### src/design/cbn_pkg.sv
package cbn_pkg;

   localparam int MAX_KEPT_DEF = 64;
   localparam int NUM_CLASSES  = 256;
   localparam int IOU_LAT      = 5;
   localparam int CSR_INDEX_W  = 2;

   typedef enum logic [CSR_INDEX_W-1:0] {
      CSR_CONF_THRESHOLD = 2'd0,
      CSR_IOU_THRESHOLD  = 2'd1,
      CSR_IMAGE_HEIGHT   = 2'd2,
      CSR_IMAGE_WIDTH    = 2'd3
   } csr_index_type;

   // One kept box: corners in Q4.13, class and precomputed area.
   typedef struct packed {
      logic signed [17:0] x1;
      logic signed [17:0] y1;
      logic signed [17:0] x2;
      logic signed [17:0] y2;
      logic [7:0]         cls;
      logic [31:0]        area;
   } entry_type;

endpackage

### src/design/cbn_iou.sv
module cbn_iou (
   input  logic               clock,
   input  logic               reset,
   input  logic               in_valid,
   input  cbn_pkg::entry_type query,
   input  cbn_pkg::entry_type stored,
   input  logic [15:0]        iou_threshold,
   output logic               hit
);

   logic signed [17:0] xi1, yi1, xi2, yi2;
   logic signed [18:0] ow, oh;
   logic               overlap;
   logic [48:0]        prod, lhs;

   logic        v1_ff, v2_ff, v3_ff, v4_ff, hit_ff;
   logic [15:0] ow_ff, oh_ff;
   logic [32:0] sum1_ff, sum2_ff, uni_ff;
   logic [31:0] inter2_ff, inter3_ff, inter4_ff;
   logic [32:0] plo_ff;
   logic [31:0] phi_ff;

   always_comb begin
      xi1 = ($signed(query.x1) > $signed(stored.x1)) ? query.x1 : stored.x1;
      yi1 = ($signed(query.y1) > $signed(stored.y1)) ? query.y1 : stored.y1;
      xi2 = ($signed(query.x2) < $signed(stored.x2)) ? query.x2 : stored.x2;
      yi2 = ($signed(query.y2) < $signed(stored.y2)) ? query.y2 : stored.y2;
      ow = $signed({xi2[17], xi2}) - $signed({xi1[17], xi1});
      oh = $signed({yi2[17], yi2}) - $signed({yi1[17], yi1});
      overlap = (ow > 19'sd0) && (oh > 19'sd0);
      prod = {phi_ff, 17'b0} + {16'b0, plo_ff};
      lhs  = {1'b0, inter4_ff, 16'b0};
   end

   always_ff @(posedge clock) begin
      if (reset) begin
         v1_ff  <= 1'b0;
         v2_ff  <= 1'b0;
         v3_ff  <= 1'b0;
         v4_ff  <= 1'b0;
         hit_ff <= 1'b0;
      end else begin
         v1_ff  <= in_valid;
         v2_ff  <= v1_ff;
         v3_ff  <= v2_ff;
         v4_ff  <= v3_ff;
         hit_ff <= v4_ff && (lhs > prod);
      end
      // An overlap width is bounded by the narrower box, so 16 bits hold it.
      ow_ff     <= overlap ? ow[15:0] : 16'd0;
      oh_ff     <= overlap ? oh[15:0] : 16'd0;
      sum1_ff   <= {1'b0, query.area} + {1'b0, stored.area};
      inter2_ff <= ow_ff * oh_ff;
      sum2_ff   <= sum1_ff;
      uni_ff    <= sum2_ff - {1'b0, inter2_ff};
      inter3_ff <= inter2_ff;
      // Threshold times union split in two partial products.
      plo_ff    <= iou_threshold * uni_ff[16:0];
      phi_ff    <= iou_threshold * uni_ff[32:17];
      inter4_ff <= inter3_ff;
   end

   assign hit = hit_ff;

endmodule

### config.mk
export PLATFORM = sky130hd
export DESIGN_NAME = cbn_iou
export DESIGN_NICKNAME = d
export VERILOG_FILES = /design/src/design/cbn_pkg.sv /design/src/design/cbn_iou.sv
export SDC_FILE = /design/constraint.sdc
export NUM_CORES = 2
export LEC_CHECK = 0
export ABC_AREA = 1
export BUFFER_PORTS_ARGS = -buffer_cell sky130_fd_sc_hd__buf_2
export CAP_MARGIN = 15
export CORE_MARGIN = 2
export CORE_UTILIZATION = 50
export CTS_CLUSTER_SIZE = 24
export DETAILED_ROUTE_END_ITERATION = 8
export GPL_TIMING_DRIVEN = 0
export HOLD_SLACK_MARGIN = 0.06
export PLACE_DENSITY = 0.66
export SYNTH_ARGS = -nofsm -noshare
export SYNTH_HDL_FRONTEND = slang
export SYNTH_SLANG_ARGS = --single-unit
### constraint.sdc
create_clock -name clock -period 9.35 [get_ports clock]
set_input_delay 1.87 -clock clock [delete_from_list [all_inputs] [get_ports clock]]
set_output_delay 1.87 -clock clock [all_outputs]
set_load 0.03 [all_outputs]
==> impl.org <==
** STA
- Final count of hold timing violations :: 0
- Unrepaired setup endpoints after global routing :: false
- Tightest Pin Transition :: ~1200 ps
- The final count of pins violating max slew is 0.
- After layout, the worst path uses 87.1% of the clock period.
- The clock period could shrink to about 8100 ps.
- Setup violations remaining at the end of the flow were counted as 0.
- Worst setup skew after layout :: about 26 ps
- Max_slew headroom :: a little under a quarter
- Post-route setup TNS :: 0 ps
- Max Clk Rate :: around 120 MHz

** Floorplanning
- The floorplan step set the die height to roughly 300 um.
- Starting Density :: between 50% and 60%
- After floorplanning, the core was divided into approximately 110 placement rows.
- Die span in x :: approximately 300 um
- Pin placement for this block handled approximately 240 I/O pins.
- Core Area :: 83,800 um^2
- Die ar. :: about 87,000 um^2

** Critical path
- Sort of element at the start of the critical path :: input port
- Crit Path Category :: in -> reg
- Maximum fanout count along the critical path :: 10
- Endpoint class of the critical path :: flip-flop
- Arrival time at the worst endpoint :: around 8600 ps
- Data on the critical path is required at its endpoint by a little under 10,000 ps.

** Synth
- Main synth FF type :: dfxtp_1
- In the synthesized netlist, mux cells make up 0% of the area.
- Of the total synthesized cell area, the portion taken by full adders, half adders and majority gates is 44.0%.
- Count of flip-flops with a built-in enable after synthesis :: 0
- Largest family of logic cells by synthesized area :: adder cells
- Sequential cells were found to cover roughly 14% of the synthesized design area.
- The average instance in the mapped netlist occupies 7.71 um^2.
- Number of synthesized register bits :: 297
- Simple-gate share of the synthesized area :: around 17%
- Summing every instance area after synthesis gives 42,500 um^2.
- The number of nets handed over by synthesis was 6,884.
- Fraction of the mapped netlist area in compound gates :: between 7 and 8%
- Counting flops with an async set or reset pin after synthesis yields a share of 0%.
- Synthesis produced ~5,500 cells.
- Library cells used by synthesis :: 44
- Post-Synth XOR/XNOR Area :: under 10%
- Warning count from the yosys run :: 0

** Drt
- Pre-Repair DR Iteration Count :: 5
- In the final routed layout, each cell accounts on average for 17.7 um.
- Antenna Violating Nets Remaining :: 0
- After detailed routing, the total wire length is between 100,000 and 150,000 um.
- For this block, the initial DRC count from the detailed router was ~2,600.
- In the routed design, unresolved DRC markers number 0.
- Across all layers, the routed design uses 35,520 vias.
- Vias per cell :: ~5

** Finish
- The multi-input combinational cells in the finished layout cover a total of a little over 30,000 um^2.
- Fillers :: ~8,100
- From synthesis to final layout, the design area changed by 8.38%.
- In the final layout, flip-flops and latches occupy between 5000 and 6000 um^2.
- At the end of the flow, the number of nets in the layout was 7,128.
- Ratio of cells with drive above 1 in the final layout :: under 10%

** Clock network
- The number of gates resized after CTS was 0.
- The clock net in this run drives a total of between 200 and 300 sinks.
- CTS tree :: built
- In this run, post-CTS hold repair placed 0 buffers.
- In this run, CTS created clock tree buffers numbering 31.
- H-tree depth :: 1
- Counting along the longest clock path gives a buffer depth of 3.
- Master cell of the clock root buffer :: clkbuf_16
- Number of setup buffers added after CTS :: 0
- Clk Latency, worst-skew pair :: 590 ps
- Clock transition at the register clock pins on the worst setup and hold paths after CTS :: 60 ps

** Job
- Maxcap violations :: 0

** Placement
- HPWL after detailed placement :: about 100,000 um
- Global placement routability congestion :: ~0.96
- During placement, the flow inserted port buffers numbering roughly 210.

** GRT
- Vias in the first global route :: between 30,000 and 40,000
- The number of antenna violations at the first check in global routing came to 5.
- Global routing consumed, over all layers together, roughly 29% of the routing resources.
- Entering global routing, the biggest net connects 17 pins.
- The first global-routing pass estimated between 150,000 and 200,000 um of wire.
- Total gr overflow :: 0

** Min path
- Path class of the lowest-slack min-delay path :: reg -> reg

** Run status
- The run finished with clean final reports.
[cell usage in the layout, fill, tap and decap left out, drive strengths merged, types with 7 or more instances in the layout]
cell     netlist  final
nand2       1354   1354
a31oi         11     11
inv         1317   1321
fa           601    601
o21bai        23     23
dfxtp        297    297
clkinv         0      9
nand4         34     34
nor4          18     18
a21boi        13     13
a21o          29     29
o211ai         7      7
nand3b        15     15
xnor2         81     81
a21oi        260    260
nand3        102    102
buf           14    225
clkbuf       196    234
xor2         112    112
ha           531    531
o21ai        203    203
o2111ai        7      7
nor3          46     46
nor2         206    206
[worst max-delay path: stages]
cell      delay (ps)
clkbuf_1         420
clkbuf_1         910
nand2_1          240
fa_1             570
fa_1             550
inv_1             50
fa_1             490
fa_1             520
fa_1             510
inv_1             50
fa_1             540
inv_1             70
ha_1             390
nand2_1          140
nor4_1           340
nand2_1           80
o211ai_1         370
nand2_1           90
nand2_1          120
a21oi_1           90
xor2_1           150
[stage by stage]
stage	instance area, um^2	utilization (%)	instances	worst slack (ps)	hold WS (ps)
CTS	46000	54.9	6910	1210	323
global route	46000	54.9	6914	980	325
global placement	45000	53.6	6854	718	310
detailed placement	45000	53.6	6854	639	312
floorplan	42500	-	5509	2280	310
finish	46000	54.9	6915	1210	322
[logic make-up (layout without fill, tap and decap cells)]
group	Yosys count	after routing
other	0	5
AOI/OAI and AO/OA	579	579
buffers and inverters	1527	1794
and+or+nand+nor	1781	1781
xor gates and xnor gates	193	193
adders and majority gates	1132	1132
DFF	297	297
[layout make-up]
type / instances / share of cell area [%]
clock buffer: 38 / 1.87
inverter: 1317 / 10.7
antenna: 5 / 0.0272
sequential: 297 / 12.9
tap: 1134 / 3.08
timing repair buffer: 211 / 2.29
clock inverter: 18 / 0.457
buffer: 210 / 1.80
multi-input combinational: 3685 / 66.8
[state kept, by name, summed over array words and instances, names as in the netlist]
signal	flops
plo_ff	33
v1_ff	1
inter4_ff	32
v2_ff	1
inter2_ff	32
uni_ff	33
phi_ff	32
sum1_ff	33
hit	1
ow_ff	16
oh_ff	16
v4_ff	1
sum2_ff	33
v3_ff	1
inter3_ff	32
[Yosys cell counts, types with 15 or more instances]
| master | n | area (um^2) |
|---|---|---|
| xnor2_1 | 81 | 709 |
| nand4_1 | 34 | 213 |
| nor2_1 | 196 | 736 |
| nor3_1 | 43 | 215 |
| o21ai_0 | 193 | 966 |
| nor4_1 | 17 | 106 |
| nand3_1 | 97 | 485 |
| fa_1 | 601 | 12000 |
| inv_1 | 1317 | 4940 |
| a21o_1 | 29 | 218 |
| a21oi_1 | 259 | 1300 |
| ha_1 | 531 | 6640 |
| xor2_1 | 110 | 963 |
| dfxtp_1 | 297 | 5950 |
| nand3b_1 | 15 | 113 |
| clkbuf_1 | 196 | 736 |
| nand2_1 | 1351 | 5070 |
| o21bai_1 | 23 | 173 |
[routing by layer]
metal	wire length, um	vias to the layer above	global-route usage (%)
li1	-	17050	-
met1	49400	17027	35.2
met2	60000	1151	50.8
met3	6920	288	2.77
met4	6290	4	12.8
met5	26	-	0
[path summary, 6_finish.rpt]
path	cells past startpoint	slack, ps	start	end
worst min register to register	0	320	inter3_ff[2]	inter4_ff[2]
worst max-delay path	21	1210	iou_threshold[15]	phi_ff[28]
worst max register to register	22	2400	uni_ff[9]	plo_ff[30]
worst min-delay path	0	320	inter3_ff[2]	inter4_ff[2]
Power is not shown: default switching activity piles up to over one toggle a cycle in this logic, so the estimate is an artifact.
