`src/design/cbn_pkg.sv`:
```
package cbn_pkg;

   localparam int MAX_KEPT_DEF = 64;
   localparam int NUM_CLASSES  = 256;
   localparam int IOU_LAT      = 5;
   localparam int CSR_INDEX_W  = 2;

   typedef enum logic [CSR_INDEX_W-1:0] {
      CSR_CONF_THRESHOLD = 2'd0,
      CSR_IOU_THRESHOLD  = 2'd1,
      CSR_IMAGE_HEIGHT   = 2'd2,
      CSR_IMAGE_WIDTH    = 2'd3
   } csr_index_type;

   // One kept box: corners in Q4.13, class and precomputed area.
   typedef struct packed {
      logic signed [17:0] x1;
      logic signed [17:0] y1;
      logic signed [17:0] x2;
      logic signed [17:0] y2;
      logic [7:0]         cls;
      logic [31:0]        area;
   } entry_type;

endpackage

```
`src/design/cbn_cell.sv`:
```
module cbn_cell (
   input  logic               clock,
   input  logic               shift_en,
   input  logic               load_en,
   input  cbn_pkg::entry_type load_entry,
   input  cbn_pkg::entry_type next_entry,
   output cbn_pkg::entry_type entry
);

   cbn_pkg::entry_type entry_ff;

   always_ff @(posedge clock) begin
      if (load_en) begin
         entry_ff <= load_entry;
      end else if (shift_en) begin
         entry_ff <= next_entry;
      end
   end

   assign entry = entry_ff;

endmodule

```
`config.mk`:
```
export PLATFORM = sky130hd
export DESIGN_NAME = cbn_cell
export DESIGN_NICKNAME = d
export VERILOG_FILES = /design/src/design/cbn_pkg.sv /design/src/design/cbn_cell.sv
export SDC_FILE = /design/constraint.sdc
export NUM_CORES = 1
export LEC_CHECK = 0
export BUFFER_PORTS_ARGS = -buffer_cell sky130_fd_sc_hd__buf_2
export CAP_MARGIN = 5
export CORE_AREA = 5 5 129 131
export DETAILED_ROUTE_END_ITERATION = 6
export DIE_AREA = 0 0 134 136
export PLACE_DENSITY = 0.75
export SYNTH_ARGS = -nofsm -noshare
export SYNTH_HDL_FRONTEND = slang
export SYNTH_SLANG_ARGS = --single-unit
```
`constraint.sdc`:
```
create_clock -name clock -period 4.45 [get_ports clock]
set_input_delay 0.2225 -clock clock [delete_from_list [all_inputs] [get_ports clock]]
set_output_delay 0.2225 -clock clock [all_outputs]
set_load 0.05 [all_outputs]
```
==> impl_metrics.json, run 1 <==
{
  "start_util_pct": 32.4,
  "cts_root_buf": "clkbuf_16",
  "yosys.area.top_type_share_pct": 67.1,
  "fin_crit_sh_pct": 42.7,
  "synth_seq_cells": 112,
  "vias": 3369,
  "viasPerCell": 4.36,
  "n_antenna_cell": 0,
  "worst_pin_slew_ns": 0.824,
  "syn_area_um2": 5010,
  "regArea_um2": 3360,
  "peakVddDrop_mv": 0.228,
  "cts.sinks": 112,
  "synth-main-ff-cell": "edfxtp_1",
  "dieHeight_um": 136,
  "multi_input_area_um2": 1530,
  "grt_max_degree": 70,
  "yosys-top-cells-area": "edfxtp_1 (67%), mux2_4 (21%), mux2_2 (9.7%), buf_6 (1.8%), buf_2 (0.40%)",
  "max_freq_ghz": 0.526,
  "synthTopCellsByCount": "edfxtp_1 (112), mux2_4 (69), mux2_2 (43)",
  "hpwl_um": 10700,
  "drive_above_1_share_pct": 80.3,
  "hold_path.class": "in -> reg",
  "worst_ep_required_time_ns": 4.54,
  "layout_setup_ws_ns": 2.55,
  "p_leak_nw": 3.37,
  "antenna_left": 0,
  "hold_viol": 0,
  "coreArea_um2": 15500,
  "track_usage_pct": 13.5,
  "yosysUniqueCellTypes": 7,
  "yosysMostFrequentCell": "edfxtp_1",
  "clk_pin_slew_worst_paths_ns": 0.07,
  "fin_crit_ns": 1.90,
  "startpoint_type": "input pin",
  "seq_area_frac_synth_pct": 67.1,
  "drt-total-wl_um": 13100,
  "crit_chain": "buf_6, buf_4, mux2_2",
  "fp.dieArea_um2": 18200,
  "fill_cells": 1380,
  "hold_path_depth": 2,
  "fin_cells": 772,
  "slew_headroom_pct": 45.1,
  "netlist_instances": 238,
  "io_buffers": 338,
  "largest_reg_flops": 112,
  "rows": 46,
  "synth_edf_count": 112,
  "grt-ovfl-total": 0,
  "wl_per_cell_um": 16.9,
  "path_max_fanout": 69,
  "dp_slack_ns": 2.21,
  "yosys.area.top_type": "edfxtp_1",
  "cp_slowest_cell": "buf_4",
  "rsz0062_at_grt": "no",
  "drc": 0,
  "antenna_found_initial": 1,
  "cts-resized-gates": 0,
  "cts_hold_buf": 0,
  "setup-tns-final_ns": 0,
  "synth_fp_nets": 465,
  "cts_setup_buffers": 0,
  "outcome": "finished clean",
  "powerDensity_nw_per_um2": 413,
  "grt_pass1_wl_um": 19000,
  "synth_warnings": 0,
  "grt_pass1_vias": 3675,
  "worst_hold_slack_ns": 0.174,
  "h-tree-depth": 3,
  "drv_slew": 0,
  "postSynthAreaPerCell_um2": 21.1,
  "crit_arrival_ns": 1.99,
  "die_x_um": 134,
  "cts_tree": "built",
  "io_pins": 339,
  "synthToLayoutAreaGrowth_pct": 42.6,
  "critPathMaxStageDelay_ns": 0.66,
  "async_reset_ff_share_pct": 0,
  "cts_buffer_depth": 2,
  "place_congestion": 0.773,
  "setup_viol": 0,
  "end_kind": "flop",
  "dr.pass1.iters": 4,
  "cts-buffers-inserted": 9,
  "worstSetupPathType": "in -> reg",
  "drt_iter0_drc": 88,
  "cap_viol_max_count": 0,
  "dp_cells": 758,
  "final_nets": 804,
  "utilization_pct": 46.2
}
-- layout by cell type (no fill, tap or decap) --
master / count
buf_4: 3
mux2_2: 43
clkinv_1: 1
clkbuf_1: 1
edfxtp_1: 112
clkbuf_16: 9
clkinvlp_4: 1
or2_4: 1
buf_2: 337
mux2_4: 69
buf_6: 1
bufinv_16: 2
-- per-layer routing --
| layer | global-route usage [%] | wire length [µm] | up-vias |
|---|---|---|---|
| li1 | - | - | 1605 |
| met2 | 23.4 | 6760 | 192 |
| met5 | 0 | 13 | - |
| met4 | 4.29 | 214 | 2 |
| met3 | 6.70 | 1480 | 18 |
| met1 | 14.5 | 4600 | 1552 |
-- cell type report --
| class | instances | area share [%] |
|---|---|---|
| Timing Repair Buffer | 341 | 24.1 |
| Sequential cell | 112 | 47.0 |
| Tap cell | 192 | 3.36 |
| Clock buffer | 10 | 3.20 |
| Clock inverter | 4 | 0.997 |
| Multi-Input combinational cell | 113 | 21.4 |
-- logic make-up (layout without fill, tap and decap cells) --
| family | count (synthesis) | count (layout) | synth area share [%] |
|---|---|---|---|
| buffers and inverters | 13 | 355 | 2.50 |
| DFF | 112 | 112 | 67.1 |
| muxes | 112 | 112 | 30.3 |
| and+or+nand+nor | 1 | 1 | 0.125 |
-- through the flow --
step | power (mW) | cell area (µm²)
2_1_floorplan | 1.92 | 5010
3_3_place_gp | 2.15 | 6850
3_5_place_dp | 2.16 | 6850
4_1_cts | 3.00 | 7150
5_1_grt | 3.07 | 7150
6_report | 2.96 | 7150
-- worst paths after layout --
check                          start        end  slack [ns]
worst max-delay path         load_en  entry[27]        2.55
worst min-delay path  load_entry[87]  entry[87]        0.17
-- report_power, final --
group | leakage [nW] | switching [mW] | total [mW] | internal (mW)
Clock | 0.142 | 0.346 | 0.832 | 0.486
Combinational | 2.08 | 0.553 | 0.800 | 0.248
Sequential | 1.14 | 0.0292 | 1.32 | 1.30
Total | 3.37 | 0.928 | 2.96 | 2.03
-- critical path: cells and delay by family --
kind | cells | cell delay (ns)
buf+inv | 2 | 1.23
mux | 1 | 0.41
(Power assumes the default switching activity.)
==> run 2: changes to the inputs <==
clock period = 1.9 ns   (was 4.45 ns; I/O delays follow)
==> impl_metrics.json, run 2 (synthesis gave the netlist of run 1 again) <==
{
  "h-tree-depth": 3,
  "setup_viol": 0,
  "setup-tns-final_ns": 0,
  "drc": 0,
  "combPwrFrac_pct": 28.2,
  "drt-total-wl_um": 13800,
  "slew_headroom_pct": 74.9,
  "outcome": "finished clean",
  "cts_root_buf": "clkbuf_16",
  "max_freq_ghz": 0.930,
  "cts_buffer_depth": 2,
  "grt_pass1_wl_um": 20400,
  "track_usage_pct": 14.5,
  "start_util_pct": 32.4,
  "place_congestion": 0.759,
  "hold_viol": 0,
  "grt-ovfl-total": 0,
  "rows": 46,
  "io_pins": 339,
  "grt_busiest_layer": "met2",
  "layout_commonest_cell": "buf_2",
  "worstSetupPathType": "reg -> out",
  "cts_tree": "built",
  "die_x_um": 134,
  "startpoint_type": "flop",
  "fill_cells": 1357,
  "path_max_fanout": 1,
  "antenna_left": 0,
  "hpwl_um": 11300,
  "cp_top_family": "flip-flops",
  "grt_max_degree": 59,
  "coreArea_um2": 15500,
  "cts-resized-gates": 0,
  "seq_power_share_pct": 45.8,
  "layout_common_cells": "buf_2 (337), edfxtp_1 (112), mux2_4 (69), mux2_2 (43), clkbuf_16 (9)",
  "fin_crit_sh_pct": 56.6,
  "drv_slew": 0,
  "cts_hold_buf": 0,
  "crit_arrival_ns": 0.98,
  "critPathMaxStageDelay_ns": 0.40,
  "dp_slack_ns": 0.564,
  "peakVddDrop_mv": 0.462,
  "n_antenna_cell": 0,
  "cp_slowest_cell": "edfxtp_1",
  "end_kind": "output pin",
  "cts_setup_buffers": 0,
  "drt_iter0_drc": 114,
  "cts-buffers-inserted": 9,
  "cap_viol_max_count": 0,
  "antenna_found_initial": 0,
  "worst_ep_required_time_ns": 1.80,
  "worst-path-buf-inv": 1,
  "hold_path.class": "in -> reg",
  "cts.sinks": 112,
  "gr-usage-met1_pct": 14.9,
  "fp.dieArea_um2": 18200,
  "fin_crit_ns": 1.07,
  "layout_setup_ws_ns": 0.825,
  "power.net_switching_mw": 2.24,
  "clk_pin_slew_worst_paths_ns": 0.08,
  "crit_chain": "buf_2",
  "grt_pass1_vias": 3960,
  "drive_above_1_share_pct": 80.5,
  "viasPerCell": 4.51,
  "io_buffers": 338,
  "dieHeight_um": 136,
  "swShare_pct": 33.1,
  "rsz0062_at_grt": "no",
  "dr.pass1.iters": 6,
  "wl_per_cell_um": 17.7,
  "largest_reg_flops": 112,
  "vias": 3525,
  "synthToLayoutAreaGrowth_pct": 44.0,
  "grt_use_met3_pct": 5.63,
  "powerDensity_nw_per_um2": 936,
  "worst_pin_slew_ns": 0.376,
  "p_leak_nw": 3.41,
  "met2_usage_pct": 25.8,
  "pwr-share-clk_pct": 26.0,
  "final_nets": 812,
  "internal_power_mw": 4.52
}
## run 2: cell types whose count changed in the layout (fill, tap and decap cells not counted), sizes merged
cell / previous run / this run
inv: 0 / 2
buf: 341 / 349
clkinvlp: 1 / 0
bufinv: 2 / 0
clkinv: 1 / 4
## run 2: through the flow
stage	utilization, %	cell area (µm²)	hold slack, ns	std cells	total power [mW]
2_1_floorplan	-	5020	0.312	238	4.50
3_3_place_gp	44.9	6950	0.395	766	5.04
3_5_place_dp	44.9	6950	0.398	766	5.08
4_1_cts	46.6	7220	0.0248	782	6.85
5_1_grt	46.6	7220	0.0213	782	7.03
6_report	46.6	7220	0.0436	782	6.76
## run 2: routing by layer
metal,vias up,part of all wire [%]
met5,-,0
met4,0,3.1
met3,30,10
met2,214,52
met1,1654,34
li1,1627,-
## run 2: final cells by class
| type | instances | area [µm²] | area share, % |
|---|---|---|---|
| sequential | 112 | 3360 | 46.6 |
| timing repair buffer | 349 | 1820 | 25.2 |
| multi-input combinational | 113 | 1530 | 21.2 |
| tap | 192 | 240 | 3.33 |
| clock buffer | 10 | 229 | 3.17 |
| clock inverter | 6 | 42.5 | 0.589 |
## run 2: final timing paths
path,endpoint,cells past startpoint,startpoint
worst max-delay path,entry[51],1,entry[51]
worst min-delay path,entry[67],2,next_entry[67]
## run 2: power groups by stage
stage	Sequential [mW]	Clock, mW	Combinational, mW
finish	3.10	1.76	1.90
global route	3.12	1.92	1.99
CTS	3.10	1.82	1.92
detailed placement	3.16	0	1.92
global placement	3.15	0	1.89
floorplan	4.13	0	0.366
